### src/hdl/vdma_pkg.sv
// vdma_pkg: types, register indexes and constants for the VRAM DMA engine.
// No dependencies; used by every module under hdl.
package vdma_pkg;

  localparam int unsigned BLOCK_BYTES = 16;
  localparam int unsigned BLOCK_SHIFT = $clog2(BLOCK_BYTES);

  localparam logic [2:0] CFG_SOURCE_HIGH  = 3'd0;
  localparam logic [2:0] CFG_SOURCE_LOW   = 3'd1;
  localparam logic [2:0] CFG_DEST_HIGH    = 3'd2;
  localparam logic [2:0] CFG_DEST_LOW     = 3'd3;
  localparam logic [2:0] CFG_SPEED_FACTOR = 3'd4;

  localparam logic OP_TICK  = 1'b0;
  localparam logic OP_WRITE = 1'b1;

  localparam logic [7:0]  ADDR_LOW_MASK = 8'b1111_0000;
  localparam logic [7:0]  DEST_HI_MASK  = 8'b0001_1111;
  localparam logic [7:0]  LEN_MASK      = 8'b0111_1111;
  localparam logic [7:0]  HBLANK_BIT    = 8'b1000_0000;
  localparam logic [7:0]  STATUS_DONE   = 8'hFF;
  localparam logic [15:0] VRAM_BASE     = 16'h8000;
  localparam logic [15:0] EXT_RAM_BASE  = 16'hA000;
  localparam logic [15:0] ECHO_BASE     = 16'hE000;
  localparam logic [13:0] SETUP_CYCLES  = 14'd4;
  localparam logic [13:0] CYCLE_MAX     = 14'h3FFF;
  localparam logic [4:0]  HBLANK_BURST  = 5'd16;
  localparam logic [1:0]  SPEED_RESET   = 2'd1;

  typedef struct packed {
    logic [7:0] source_high;
    logic [7:0] source_low;
    logic [7:0] dest_high;
    logic [7:0] dest_low;
    logic [1:0] speed_factor;
  } cfg_t;

  typedef struct packed {
    logic       operation;
    logic [7:0] control_value;
    logic [7:0] consumed_cycles;
    logic       in_hblank;
  } item_t;

  typedef struct packed {
    logic        copy_valid;
    logic [15:0] copy_source;
    logic [15:0] copy_dest;
    logic [11:0] copy_length;
    logic [7:0]  status_value;
    logic        busy_res;
  } res_t;

endpackage

### src/hdl/vram_dma_general_hblank.sv
// VRAM DMA engine, top level: item register, core, result register.
// An input item is held in the item register and then, once the output is free,
// captured into the result register, which raises out_valid.
// Throughput: one item per cycle; in_ready drops only while a result waits
// at the output and the item register is full.
// Reset (rst, synchronous): clears transfer state and both handshake stages.
module vram_dma_general_hblank (
  input  logic        clk,
  input  logic        rst,
  input  logic        in_valid,
  output logic        in_ready,
  input  logic        operation,
  input  logic [7:0]  control_value,
  input  logic [7:0]  consumed_cycles,
  input  logic        in_hblank,
  output logic        out_valid,
  input  logic        out_ready,
  output logic        copy_valid,
  output logic [15:0] copy_source,
  output logic [15:0] copy_dest,
  output logic [11:0] copy_length,
  output logic [7:0]  status_value,
  output logic        busy_res,
  input  logic        cfg_valid,
  output logic        cfg_ready,
  input  logic [2:0]  cfg_index,
  input  logic [7:0]  cfg_data
);

  vdma_pkg::cfg_t  cfg;
  vdma_pkg::item_t item_q;
  vdma_pkg::res_t  res;
  vdma_pkg::res_t  res_q;
  logic            item_valid;
  logic            go;

  assign cfg_ready = 1'b1;
  assign go        = item_valid && (!out_valid || out_ready);
  assign in_ready  = !item_valid || go;

  vdma_cfg u_cfg (
    .clk      (clk),
    .rst      (rst),
    .wr_en    (cfg_valid && cfg_ready),
    .wr_index (cfg_index),
    .wr_data  (cfg_data),
    .cfg      (cfg)
  );

  vdma_core u_core (
    .clk  (clk),
    .rst  (rst),
    .go   (go),
    .item (item_q),
    .cfg  (cfg),
    .res  (res)
  );

  always_ff @(posedge clk) begin
    if (rst) begin
      item_valid <= 1'b0;
    end else if (in_ready) begin
      item_valid <= in_valid;
    end
  end

  always_ff @(posedge clk) begin
    if (in_valid && in_ready) begin
      item_q <= '{operation: operation, control_value: control_value,
                  consumed_cycles: consumed_cycles, in_hblank: in_hblank};
    end
  end

  always_ff @(posedge clk) begin
    if (rst) begin
      out_valid <= 1'b0;
    end else if (go) begin
      out_valid <= 1'b1;
    end else if (out_ready) begin
      out_valid <= 1'b0;
    end
  end

  always_ff @(posedge clk) begin
    if (go) begin
      res_q <= res;
    end
  end

  assign copy_valid   = res_q.copy_valid;
  assign copy_source  = res_q.copy_source;
  assign copy_dest    = res_q.copy_dest;
  assign copy_length  = res_q.copy_length;
  assign status_value = res_q.status_value;
  assign busy_res     = res_q.busy_res;

endmodule

### src/hdl/vdma_cfg.sv
// vdma_cfg: source, destination and speed registers behind the write channel.
// Depends on vdma_pkg.
module vdma_cfg (
  input  logic              clk,
  input  logic              rst,
  input  logic              wr_en,
  input  logic [2:0]        wr_index,
  input  logic [7:0]        wr_data,
  output vdma_pkg::cfg_t    cfg
);

  always_ff @(posedge clk) begin
    if (rst) begin
      cfg.source_high  <= '0;
      cfg.source_low   <= '0;
      cfg.dest_high    <= '0;
      cfg.dest_low     <= '0;
      cfg.speed_factor <= vdma_pkg::SPEED_RESET;
    end else if (wr_en) begin
      unique case (wr_index)
        vdma_pkg::CFG_SOURCE_HIGH:  cfg.source_high  <= wr_data;
        vdma_pkg::CFG_SOURCE_LOW:   cfg.source_low   <= wr_data;
        vdma_pkg::CFG_DEST_HIGH:    cfg.dest_high    <= wr_data;
        vdma_pkg::CFG_DEST_LOW:     cfg.dest_low     <= wr_data;
        vdma_pkg::CFG_SPEED_FACTOR: cfg.speed_factor <= wr_data[1:0];
        default: ;
      endcase
    end
  end

endmodule

### src/hdl/vdma_core.sv
// vdma_core: transfer state and the one-pass next-state and result logic.
// Depends on vdma_pkg; driven by the item register in the top level.
module vdma_core (
  input  logic              clk,
  input  logic              rst,
  input  logic              go,
  input  vdma_pkg::item_t   item,
  input  vdma_pkg::cfg_t    cfg,
  output vdma_pkg::res_t    res
);

  logic        active, active_next;
  logic        request_pending, request_pending_next;
  logic        hblank_mode, hblank_mode_next;
  logic [7:0]  control_byte, control_byte_next;
  logic [15:0] current_source, current_source_next;
  logic [15:0] current_dest, current_dest_next;
  logic [11:0] bytes_left, bytes_left_next;
  logic [4:0]  bytes_this_hblank, bytes_this_hblank_next;
  logic [13:0] cycles_elapsed, cycles_elapsed_next;
  logic [13:0] cycles_needed, cycles_needed_next;

  logic [15:0] load_src;
  logic [15:0] load_dst;
  logic        src_ok;
  logic [11:0] load_len;
  logic [13:0] load_prod;
  logic [13:0] load_needed;

  // transfer set-up values from the registers and the stored control byte
  always_comb begin
    load_src    = {cfg.source_high, cfg.source_low & vdma_pkg::ADDR_LOW_MASK};
    load_dst    = {cfg.dest_high & vdma_pkg::DEST_HI_MASK,
                   cfg.dest_low & vdma_pkg::ADDR_LOW_MASK} | vdma_pkg::VRAM_BASE;
    src_ok      = (load_src < vdma_pkg::VRAM_BASE) ||
                  ((load_src >= vdma_pkg::EXT_RAM_BASE) && (load_src < vdma_pkg::ECHO_BASE));
    load_len    = 12'({1'b0, control_byte & vdma_pkg::LEN_MASK} + 9'd1)
                  << vdma_pkg::BLOCK_SHIFT;
    load_prod   = 14'(load_len) * 14'(cfg.speed_factor);
    load_needed = vdma_pkg::SETUP_CYCLES + (load_prod << 1);
  end

  always_comb begin
    logic        do_load;
    logic        run;
    logic [14:0] csum;

    active_next            = active;
    request_pending_next   = request_pending;
    hblank_mode_next       = hblank_mode;
    control_byte_next      = control_byte;
    current_source_next    = current_source;
    current_dest_next      = current_dest;
    bytes_left_next        = bytes_left;
    bytes_this_hblank_next = bytes_this_hblank;
    cycles_elapsed_next    = cycles_elapsed;
    cycles_needed_next     = cycles_needed;
    do_load                = 1'b0;
    run                    = 1'b0;
    csum                   = '0;

    res.copy_valid  = 1'b0;
    res.copy_source = '0;
    res.copy_dest   = '0;
    res.copy_length = '0;

    if (item.operation == vdma_pkg::OP_WRITE) begin
      control_byte_next    = item.control_value;
      request_pending_next = 1'b1;
    end else begin
      if (!active) begin
        do_load = request_pending;
      end else if (hblank_mode && request_pending) begin
        if ((control_byte & vdma_pkg::HBLANK_BIT) == 8'd0) begin
          request_pending_next = 1'b0;
          active_next          = 1'b0;
          control_byte_next    = control_byte | vdma_pkg::HBLANK_BIT;
        end else begin
          do_load = 1'b1;
        end
      end

      if (do_load) begin
        request_pending_next = 1'b0;
        if (src_ok) begin
          current_source_next    = load_src;
          current_dest_next      = load_dst;
          hblank_mode_next       = control_byte[7];
          bytes_left_next        = load_len;
          cycles_needed_next     = load_needed;
          bytes_this_hblank_next = '0;
          cycles_elapsed_next    = '0;
          active_next            = 1'b1;
        end
      end

      if (hblank_mode_next && active_next) begin
        if (item.in_hblank) begin
          run = (bytes_left_next != 12'd0) && (bytes_this_hblank_next < vdma_pkg::HBLANK_BURST);
        end else begin
          bytes_this_hblank_next = '0;
        end
      end else begin
        run = active_next;
      end

      if (run) begin
        if (!hblank_mode_next) begin
          csum = {1'b0, cycles_elapsed_next} + 15'(item.consumed_cycles);
          cycles_elapsed_next = csum[14] ? vdma_pkg::CYCLE_MAX : csum[13:0];
          if (cycles_elapsed_next >= cycles_needed_next) begin
            active_next     = 1'b0;
            res.copy_valid  = 1'b1;
            res.copy_source = current_source_next;
            res.copy_dest   = current_dest_next;
            res.copy_length = bytes_left_next;
          end
        end else begin
          res.copy_valid         = 1'b1;
          res.copy_source        = current_source_next;
          res.copy_dest          = current_dest_next;
          res.copy_length        = 12'd1;
          bytes_this_hblank_next = bytes_this_hblank_next + 5'd1;
          bytes_left_next        = bytes_left_next - 12'd1;
          current_source_next    = current_source_next + 16'd1;
          current_dest_next      = current_dest_next + 16'd1;
          if (bytes_left_next == 12'd0) begin
            control_byte_next = vdma_pkg::STATUS_DONE;
            active_next       = 1'b0;
          end else begin
            control_byte_next = vdma_pkg::HBLANK_BIT |
                                (bytes_left_next[11:4] - 8'd1);
          end
        end
      end
    end

    res.status_value = control_byte_next;
    res.busy_res     = active_next;
  end

  always_ff @(posedge clk) begin
    if (rst) begin
      active            <= 1'b0;
      request_pending   <= 1'b0;
      hblank_mode       <= 1'b0;
      control_byte      <= '0;
      current_source    <= '0;
      current_dest      <= '0;
      bytes_left        <= '0;
      bytes_this_hblank <= '0;
      cycles_elapsed    <= '0;
      cycles_needed     <= '0;
    end else if (go) begin
      active            <= active_next;
      request_pending   <= request_pending_next;
      hblank_mode       <= hblank_mode_next;
      control_byte      <= control_byte_next;
      current_source    <= current_source_next;
      current_dest      <= current_dest_next;
      bytes_left        <= bytes_left_next;
      bytes_this_hblank <= bytes_this_hblank_next;
      cycles_elapsed    <= cycles_elapsed_next;
      cycles_needed     <= cycles_needed_next;
    end
  end

`ifndef ASSERT_OFF
  a_write_marks_request: assert property (@(posedge clk) disable iff (rst)
    go && (item.operation == vdma_pkg::OP_WRITE) |=> request_pending)
    else $error("control write did not leave a request pending");

  a_burst_limit: assert property (@(posedge clk) disable iff (rst)
    bytes_this_hblank <= vdma_pkg::HBLANK_BURST)
    else $error("HBLANK burst count beyond limit");

  a_hblank_has_bytes: assert property (@(posedge clk) disable iff (rst)
    active && hblank_mode |-> bytes_left != 12'd0)
    else $error("active HBLANK transfer with no bytes left");

  a_block_copy_ends: assert property (@(posedge clk) disable iff (rst)
    go && res.copy_valid && (res.copy_length != 12'd1) |=> !active)
    else $error("general transfer still busy after its block copy");
`endif

endmodule

### config.mk
export PLATFORM = sky130hd
export DESIGN_NAME = vram_dma_general_hblank
export DESIGN_NICKNAME = d
export VERILOG_FILES = /design/src/hdl/vdma_pkg.sv /design/src/hdl/vram_dma_general_hblank.sv /design/src/hdl/vdma_cfg.sv /design/src/hdl/vdma_core.sv
export SDC_FILE = /design/constraint.sdc
export NUM_CORES = 1
export LEC_CHECK = 0
export BUFFER_PORTS_ARGS = -buffer_cell sky130_fd_sc_hd__buf_2
export CAP_MARGIN = 5
export CORE_ASPECT_RATIO = 0.6
export CORE_MARGIN = 2
export CORE_UTILIZATION = 50
export DETAILED_ROUTE_END_ITERATION = 8
export PLACE_DENSITY_LB_ADDON = 0.25
export REMOVE_ABC_BUFFERS = 1
export SLEW_MARGIN = 20
export SYNTH_ARGS = -nofsm -noshare
export SYNTH_HDL_FRONTEND = slang
export SYNTH_SLANG_ARGS = --single-unit
export TNS_END_PERCENT = 50
### constraint.sdc
create_clock -name clk -period 8.19 [get_ports clk]
set_input_delay 1.638 -clock clk [delete_from_list [all_inputs] [get_ports clk]]
set_output_delay 1.638 -clock clk [all_outputs]
set_load 0.03 [all_outputs]
==> results of run 1 <==
## where the power goes
part	internal [uW]	leakage, uW	switching [uW]
clock	459	0.000297	374
sequential	982	0.00160	18.9
combinational	75.1	0.00241	156
total	1520	0.00431	549
## cell usage in the layout (no fill, tap or decap), types with 22 or more instances in the layout
| master | count |
|---|---|
| nand2_1 | 154 |
| dfxtp_1 | 113 |
| nor2_1 | 111 |
| a21oi_1 | 107 |
| buf_2 | 89 |
| edfxtp_1 | 72 |
| o21ai_0 | 56 |
| ha_1 | 38 |
| mux2i_1 | 34 |
| inv_1 | 32 |
| nand3_1 | 32 |
| and2_1 | 31 |
| xnor2_1 | 26 |
| and3_1 | 24 |
| nor3_1 | 23 |
| a211oi_1 | 22 |
## sequential cells by signal, summed over array words and instances, names as in the netlist
signal	count
u_core.active	1
u_core.control_byte	8
out_valid	1
status_value	8
u_core.bytes_this_hblank	5
copy_dest	16
u_core.current_source	16
u_core.hblank_mode	1
copy_valid	1
copy_source	16
u_core.current_dest	16
busy_res	1
u_cfg.cfg	23
u_core.cycles_elapsed	14
item_q	18
u_core.bytes_left	12
u_core.cycles_needed	14
u_core.request_pending	1
item_valid	1
copy_length	12
## worst min path at each step
stage                                          startpoint                                     to  slack, ns  cells after the start
floorplan           u_core.cycles_elapsed[0]$_SDFFE_PP0P_  u_core.cycles_elapsed[0]$_SDFFE_PP0P_       0.42                      2
global placement    u_core.cycles_elapsed[5]$_SDFFE_PP0P_  u_core.cycles_elapsed[5]$_SDFFE_PP0P_       0.44                      2
detailed placement  u_core.cycles_elapsed[6]$_SDFFE_PP0P_  u_core.cycles_elapsed[6]$_SDFFE_PP0P_       0.44                      2
CTS                 u_core.cycles_elapsed[6]$_SDFFE_PP0P_  u_core.cycles_elapsed[6]$_SDFFE_PP0P_       0.45                      2
global route        u_core.cycles_elapsed[6]$_SDFFE_PP0P_  u_core.cycles_elapsed[6]$_SDFFE_PP0P_       0.46                      2
finish              u_core.cycles_elapsed[3]$_SDFFE_PP0P_  u_core.cycles_elapsed[3]$_SDFFE_PP0P_       0.45                      2
## area by class of cell
type / instances / area share (%)
clock buffers: 21 / 4.15
clock inverters: 11 / 0.926
inverters: 34 / 1.10
multi-input cells: 893 / 48.1
flip-flops and latches: 185 / 38.1
well taps: 273 / 2.94
repair buffers: 103 / 4.74
## layer usage
metal  global-route usage (%)  vias up  part of all wire (%)
met5                        0        -                     0
met4                     7.86        0                   1.2
met3                     5.33       27                   8.0
met2                     36.1      395                    41
met1                     38.5     4262                    50
li1                         -     4383                     -
## per-stage QoR
step,setup slack (ns),cells,power [uW]
floorplan,1.73,1112,1170
CTS,1.97,1519,2070
global route,1.40,1520,2140
detailed placement,1.99,1487,1250
finish,1.91,1520,2060
global placement,2.15,1487,1240
## cells by family (layout without fill, tap and decap cells)
family	Yosys count	in the layout	synth area share, %
simple gates	454	454	20.8
compound gates	319	319	20.2
flops	185	185	42.3
buf+inv	105	169	4.35
fa+ha+maj	40	40	4.93
xor+xnor	40	40	3.43
mux	39	39	3.86
other cells	1	1	0.0359
## worst reg2reg max path: cells and delay by family (launching register included)
kind / cells / cell delay (ns)
XOR/XNOR: 1 / 0.36
flip-flops: 1 / 0.37
AND/OR/NAND/NOR: 6 / 1.17
adder cells (fa/ha/maj): 3 / 0.81
AO/OA/AOI/OAI: 11 / 2.83
buffers and inverters: 3 / 0.48
==> impl_metrics.csv, run 1 <==
group,metric,value,unit
run_status,status,"complete, no violations",
timing,fin_crit_sh,76.6,%
routing,drt-total-wl,27300,um
setup_path,cpPeakStageDelay,0.73,ns
die,die_h,116,um
routing,ant_nets,0,
global_route,antenna_found_initial,0,
clock_tree,htree_levels,4,
timing,slew_viol_final,0,
layout,multi_input_area,5590,sq um
logic_synthesis,ys_async_sr_fraction,0,%
layout,postLayoutCellArea,11600,sq um
hold_path,hold_class,"register to register",
layout,antenna_cells,0,
clock_tree,root_buffer,"clkbuf_16",
layout,fill_cells,1794,
setup_path,worstPathMaxFanout,15,
die,die_x,191,um
routing,route.detailed.drc,0,
logic_synthesis,ys_types,93,
routing,via_count,9067,
die,design.die.area,22100,sq um
logic_synthesis,ys_seq_area_share,42.3,%
clock_tree,cts_tree,"done",
power,p_leak,0.00431,uW
setup_path,criticalPathCategory,"register to register",
flow_run,cap_violations,0,
logic_synthesis,synth_top_cell_area_share,21.7,%
logic_synthesis,synthTopCellsByCount,"nand2_1 (154), dfxtp_1 (113), nor2_1 (112), a21oi_1 (107), edfxtp_1 (72)",
timing,setup_violations,0,
logic_synthesis,synth_warnings,0,
die,coreArea,20300,sq um
setup_path,reg2reg_depth,24,
layout,final_net_count,1308,
setup_path,cp_num_buf_inv,3,
setup_path,startpoint,"u_cfg.cfg[31]$_SDFFE_PP0P_",
timing,tns,0,ns
logic_synthesis,synthTopCellsByArea,"dfxtp_1 (22%), edfxtp_1 (21%), nand2_1 (5.5%)",
timing,tightest_slew,1.11,ns
setup_path,worstPathArrival,6.48,ns
placement,placed_area,11000,sq um
placement,port-buffer-count,89,
routing,dr.pass1.iters,5,
layout,final_util,57.3,%
global_route,grt_pass1_vias,8237,
clock_tree,clkSinkCount,185,
setup_path,critPathCaptureType,"register",
timing,clock.fmax,159,MHz
layout,drive_above_1_share,14.4,%
logic_synthesis,synthCells,1183,
timing,skew,0.0112,ns
setup_path,crit_family,"compound AO/OA/AOI/OAI gates",
logic_synthesis,netlist_area,10400,sq um
timing,period_needed,6.28,ns
routing,first_iter_violations,981,
clock_tree,path_clk_slew,0.07,ns
timing,slew_headroom,26.0,%
global_route,grt_overflow,0,
clock_tree,post_cts_buffers,0,
logic_synthesis,synth_edf_count,72,
logic_synthesis,synth-seq-cells,185,
clock_tree,clock_path_buffers,2,
clock_tree,cts_resized,0,
power,peakVddDrop,0.146,mV
setup_path,path_cells,"xnor2_2 > a211o_2 > and2_1 > ha_1 > inv_1 > fa_1 > nand3b_1 > a21oi_1 > o21a_1 > o21ai_0 > a21oi_1 > nand2_1 > nand2_1 > ha_1 > nor2b_1 > o21a_1 > o21a_1 > o21ai_0 > a21oi_1 > o31a_1 > o31ai_4 > buf_4 > inv_2 > and3_1",
clock_tree,clk_latency,0.45,ns
routing,wire_per_inst,17.9,um
setup_path,rr_endpoint,"copy_dest[2]$_SDFFCE_PP0P_",
power,power.density,178,nW/um^2
routing,via_per_inst,5.97,
global_route,grt_pass1_wl,44100,um
setup_path,crit_required,8.39,ns
clock_tree,hold_buffers,0,
placement,post-dp-hpwl,18200,um
global_route,track_usage,25.4,%
setup_path,cpMaxStageDelayCell,"o31ai_4",
logic_synthesis,yosysMostFrequentCell,"nand2_1",
setup_path,cp-endpoint,"copy_dest[2]$_SDFFCE_PP0P_",
setup_path,startpoint_type,"register",
timing,whs,0.447,ns
setup_path,r2r-start,"u_cfg.cfg[31]$_SDFFE_PP0P_",
logic_synthesis,ys.flop_type,"dfxtp_1",
clock_tree,cts_inserted_buffers,17,
layout,regArea,4420,sq um
setup_path,crit_cells,24,
die,num_rows,40,
die,io_pins,91,
logic_synthesis,syn_area_per_cell,8.83,sq um
die,start_util,51.5,%
setup_path,r2r_setup_slack,1.91,ns
timing,rsz0062_at_grt,"false",
global_route,grt_max_degree,94,
logic_synthesis,yosysTopAreaCell,"dfxtp_1",
placement,gp_congestion,0.895,
layout,area_growth,11.2,%
timing,hold_viol_final,0,
No activity file was read; power rests on OpenSTA's default activity.
==> run 2: changes to the inputs <==
==> constraint.sdc (replaced) <==
create_clock -name clk -period 5.9 [get_ports clk]
set_input_delay 1.18 -clock clk [delete_from_list [all_inputs] [get_ports clk]]
set_output_delay 1.18 -clock clk [all_outputs]
set_load 0.03 [all_outputs]
==> impl_metrics.csv, run 2 (synthesized netlist as in run 1, its figures left out) <==
group,metric,value,unit
setup_path,crit_family,"compound AO/OA/AOI/OAI gates",
layout,top_regs,"u_cfg.cfg: 23 flops, item_q: 18 flops",
timing,tns,0,ns
routing,ant_nets,0,
layout,final_common_cell,"nand2_1",
die,io_pins,91,
timing,rsz0062_at_grt,"false",
power,peakVddDrop,0.226,mV
setup_path,cpMaxStageDelayCell,"dfxtp_1",
layout,largest_reg_flops,23,
placement,gp_congestion,0.916,
timing,fin_crit_sh,91.6,%
power,p_total,2850,uW
clock_tree,htree_levels,4,
routing,via_per_inst,5.94,
setup_path,criticalPathCategory,"register to register",
setup_path,r2r-start,"u_cfg.cfg[31]$_SDFFE_PP0P_",
timing,slew_headroom,28.4,%
die,die_h,116,um
setup_path,startpoint_type,"register",
setup_path,critPathCaptureType,"register",
timing,period_needed,5.40,ns
setup_path,path_cells,"xnor2_4 > a211o_2 > and2_1 > ha_1 > inv_1 > fa_1 > nand3b_1 > a21oi_1 > o21a_1 > o21ai_0 > a21oi_1 > buf_4 > and2_1 > or2_2 > ha_1 > o21a_1 > o21ai_0 > a21oi_1 > o31a_1 > o31ai_4 > buf_4 > nor2_1",
placement,port-buffer-count,89,
timing,setup_ws,0.496,ns
global_route,grt_pass1_vias,8223,
clock_tree,clk_latency,0.45,ns
die,die_x,191,um
layout,area_growth,11.5,%
global_route,grt_max_degree,91,
setup_path,worstPathArrival,5.58,ns
routing,first_iter_violations,998,
layout,drive_above_1_share,14.3,%
global_route,grt_overflow,0,
die,design.die.area,22100,sq um
clock_tree,root_buffer,"clkbuf_16",
setup_path,cp_num_buf_inv,3,
setup_path,cpPeakStageDelay,0.49,ns
layout,regMostFlops,"u_cfg.cfg",
routing,drt-total-wl,27200,um
clock_tree,path_clk_slew,0.07,ns
setup_path,startpoint,"u_cfg.cfg[31]$_SDFFE_PP0P_",
routing,wire_per_inst,17.9,um
routing,dr.pass1.iters,5,
timing,hold_viol_final,0,
timing,skew,0.0136,ns
layout,final_net_count,1313,
timing,slew_viol_final,0,
timing,clock.fmax,185,MHz
timing,tightest_slew,1.07,ns
clock_tree,hold_buffers,0,
global_route,track_usage,25.5,%
die,start_util,51.5,%
flow_run,cap_violations,0,
global_route,antenna_found_initial,0,
setup_path,crit_required,6.08,ns
die,num_rows,40,
placement,post-dp-hpwl,18500,um
clock_tree,clock_path_buffers,2,
clock_tree,clkSinkCount,185,
hold_path,min_from,"u_core.cycles_elapsed[0]$_SDFFE_PP0P_",
clock_tree,cts_inserted_buffers,17,
routing,via_count,9064,
global_route,grt_pass1_wl,44100,um
timing,setup_violations,0,
setup_path,cpMostUsedCell,"a21oi_1",
power,power.density,244,nW/um^2
run_status,status,"complete, no violations",
setup_path,worstPathMaxFanout,18,
die,coreArea,20300,sq um
clock_tree,cts_tree,"done",
layout,final_cell_mix,"nand2_1 (154), dfxtp_1 (113), nor2_1 (111), a21oi_1 (107), buf_2 (88)",
power,p_leak,0.00432,uW
layout,antenna_cells,0,
placement,pre_cts_ws,0.349,ns
hold_path,hold_class,"register to register",
routing,route.detailed.drc,0,
-- run 2: cell count changes in the layout (fill, tap and decap cells not counted), moves of 2 or more --
cell / before / now
clkinv_2: 4 / 0
inv_6: 3 / 0
inv_4: 0 / 2
clkbuf_1: 1 / 6
buf_4: 14 / 20
-- run 2: power by group --
group | total, uW | leakage, uW | switching (uW) | internal, uW
Clock | 1140 | 0.000274 | 504 | 632
Combinational | 324 | 0.00244 | 218 | 106
Sequential | 1390 | 0.00160 | 24.3 | 1360
-- run 2: timing repair --
item,in CTS,in global routing
setup buffers,0,1
resized for setup,0,1
endpoints found under the setup margin,0,28
-- run 2: metrics by stage --
| stage | util, % | instance area [sq um] | hold WS (ns) | cells |
|---|---|---|---|---|
| 6_report | 57.5 | 11700 | 0.454 | 1525 |
| 5_1_grt | 57.5 | 11700 | 0.478 | 1525 |
| 4_1_cts | 57.4 | 11600 | 0.456 | 1524 |
| 3_5_place_dp | 54.6 | 11100 | 0.444 | 1492 |
| 3_3_place_gp | 54.6 | 11100 | 0.438 | 1492 |
| 2_1_floorplan | - | 10100 | 0.421 | 1112 |
-- run 2: path summary, 6_finish.rpt --
path	slack, ns	endpoint	cells past startpoint
max	0.50	copy_source[15]$_SDFFCE_PP0P_	22
min	0.45	u_core.cycles_elapsed[0]$_SDFFE_PP0P_	2
max reg2reg	0.50	copy_source[15]$_SDFFCE_PP0P_	22
min reg2reg	0.45	u_core.cycles_elapsed[0]$_SDFFE_PP0P_	2
-- run 2: tightest hold or removal path: stages (launching register included) --
cell	delay, ns
dfxtp_1	0.31
nand2_1	0.05
a21oi_1	0.05
-- run 2: per-layer routing --
metal  routed length [um]  up-vias  global-route usage (%)
met5                    0        -                       0
met4                  426        0                    7.08
met3                 2310       37                    5.39
met2                10900      419                    35.9
met1                13700     4223                    39.2
li1                     -     4385                       -
-- run 2: cell type report --
type                    count  area (sq um)
clock inverters             6          65.1
clock buffers              26           500
inverters                  34           128
repair buffers            108           591
flip-flops and latches    185          4420
fillers                  1814          8620
well taps                 273           342
multi-input cells         893          5600
==> run 3: changes to the inputs <==
--- a/config.mk
+++ b/config.mk
@@ -6,11 +6,12 @@
 export NUM_CORES = 1
 export LEC_CHECK = 0
 export BUFFER_PORTS_ARGS = -buffer_cell sky130_fd_sc_hd__buf_2
-export CAP_MARGIN = 5
+export CAP_MARGIN = 20
 export CORE_ASPECT_RATIO = 0.6
 export CORE_MARGIN = 2
 export CORE_UTILIZATION = 50
 export DETAILED_ROUTE_END_ITERATION = 8
+export MAX_ROUTING_LAYER = met4
 export PLACE_DENSITY_LB_ADDON = 0.25
 export REMOVE_ABC_BUFFERS = 1
 export SLEW_MARGIN = 20
==> impl_metrics.csv, run 3 (synthesized netlist as in run 1, its figures left out) <==
group,metric,value,unit
placement,placed_area,11100,sq um
timing,period_needed,5.46,ns
timing,skew,0.00736,ns
die,coreArea,20300,sq um
routing,ant_nets,0,
placement,dp_cells,1492,
timing,hold_viol_final,0,
layout,final_cell_count_no_fill,1525,
clock_tree,root_buffer,"clkbuf_16",
die,design.die.area,22100,sq um
global_route,grt_max_degree,64,
power,p_total,2920,uW
placement,port-buffer-count,89,
timing,slew_viol_final,0,
layout,regArea,4420,sq um
timing,fin_crit_sh,92.5,%
timing,whs,0.451,ns
routing,via_count,9153,
clock_tree,htree_levels,4,
layout,final_net_count,1313,
routing,dr.pass1.iters,6,
hold_path,hold_class,"register to register",
timing,slew_headroom,31.0,%
die,io_pins,91,
layout,multi_input_area,5600,sq um
clock_tree,clock_path_buffers,2,
die,die_h,116,um
routing,route.detailed.drc,0,
timing,setup_violations,0,
timing,setup_ws,0.444,ns
placement,pre_cts_ws,0.288,ns
layout,area_growth,12.0,%
timing,clock.fmax,183,MHz
flow_run,cap_violations,0,
clock_tree,cts_inserted_buffers,17,
placement,gp_congestion,0.926,
clock_tree,path_clk_slew,0.07,ns
global_route,track_usage,26.8,%
timing,tightest_slew,1.04,ns
layout,regMostFlops,"u_cfg.cfg",
layout,fill_cells,1809,
global_route,grt_pass1_wl,44700,um
routing,drt-total-wl,27800,um
layout,drive_above_1_share,14.7,%
clock_tree,hold_buffers,0,
timing,rsz0062_at_grt,"false",
global_route,grt_pass1_vias,8314,
routing,first_iter_violations,1080,
power,p_switching,770,uW
layout,largest_reg_flops,23,
clock_tree,clkSinkCount,185,
routing,wire_per_inst,18.2,um
clock_tree,cts_tree,"done",
setup_path,crit_required,6.08,ns
layout,postLayoutCellArea,11700,sq um
setup_path,criticalPathCategory,"register to register",
setup_path,worstPathArrival,5.63,ns
global_route,antenna_found_initial,0,
run_status,status,"complete, no violations",
power,p_leak,0.00434,uW
layout,final_cell_mix,"nand2_1 (153), dfxtp_1 (113), nor2_1 (111), a21oi_1 (107), buf_2 (88)",
routing,via_per_inst,6.00,
die,start_util,51.5,%
layout,top_regs,"u_cfg.cfg: 23 flops, item_q: 18 flops",
setup_path,worstPathMaxFanout,18,
power,power.density,250,nW/um^2
power,peakVddDrop,0.225,mV
power,p_clk_share,41.4,%
power,swShare,26.3,%
setup_path,critPathCaptureType,"register",
power,power_frac_comb,11.1,%
clock_tree,clk_latency,0.45,ns
setup_path,startpoint_type,"register",
power,p_int,2150,uW
layout,antenna_cells,0,
die,die_x,191,um
global_route,grt_overflow,0,
placement,post-dp-hpwl,18900,um
layout,final_common_cell,"nand2_1",
die,num_rows,40,
power,seq_power_share,47.5,%
==> run 3: changes by cell type in the layout (fill, tap and decap cells not counted), sizes merged <==
cell    previous run  this run
clkinv             1         2
inv               37        39
clkbuf            26        22
bufinv             1         2
==> run 3: timing repair <==
item                       4_1_cts  5_1_grt
setup endpoints to repair        0       29
buffers inserted                 0        1
resized for setup                0        2
==> run 3: worst paths after layout <==
kind	start	cells past startpoint	endpoint	slack, ns
setup reg to reg	u_core.active$_SDFFE_PP0P_	22	copy_source[15]$_SDFFCE_PP0P_	0.44
hold reg to reg	u_core.cycles_elapsed[3]$_SDFFE_PP0P_	2	u_core.cycles_elapsed[3]$_SDFFE_PP0P_	0.45
setup / recovery	u_core.active$_SDFFE_PP0P_	22	copy_source[15]$_SDFFCE_PP0P_	0.44
hold / removal	u_core.cycles_elapsed[3]$_SDFFE_PP0P_	2	u_core.cycles_elapsed[3]$_SDFFE_PP0P_	0.45
==> run 3: metrics by stage <==
step / utilization, % / setup TNS [ns]
CTS: 57.6 / 0
global placement: 54.6 / 0
detailed placement: 54.6 / 0
finish: 57.7 / 0
floorplan: - / -12.26
global route: 57.7 / 0
==> run 3: cell type report <==
cell class	instances	area share, %
timing repair buffer	108	5.05
clock buffer	22	4.16
multi-input combinational	893	47.9
clock inverter	10	1.09
tap	273	2.92
inverter	34	1.09
sequential	185	37.8
==> run 3: critical path, cell delays in order, from the launching register on <==
cell and delay [ns]:
dfxtp_1 0.41, a21boi_2 0.35, a211o_2 0.26, and2_1 0.15
ha_1 0.16, inv_1 0.06, fa_1 0.41, nand3b_1 0.22
a21oi_1 0.21, o21a_1 0.20, o21ai_0 0.14, a21oi_1 0.25
buf_4 0.17, and2_1 0.38, or2_2 0.19, ha_1 0.23
o21a_1 0.11, o21ai_0 0.16, a21oi_1 0.11, o31a_1 0.33
o31ai_4 0.31, buf_4 0.31, nor2_1 0.08
==> run 3: power groups by stage <==
stage / clock, uW / sequential, uW / combinational [uW]
2_1_floorplan: 0 / 1440 / 180
3_3_place_gp: 0 / 1410 / 315
3_5_place_dp: 0 / 1410 / 319
4_1_cts: 1230 / 1390 / 321
5_1_grt: 1280 / 1390 / 354
6_report: 1210 / 1390 / 325
==> run 3: per-layer routing <==
layer	routed length, um	up-vias	track usage (%)
met5	0	-	-
met4	347	0	6.77
met3	2260	32	5.60
met2	11300	382	37.4
met1	13900	4350	39.1
li1	-	4389	-
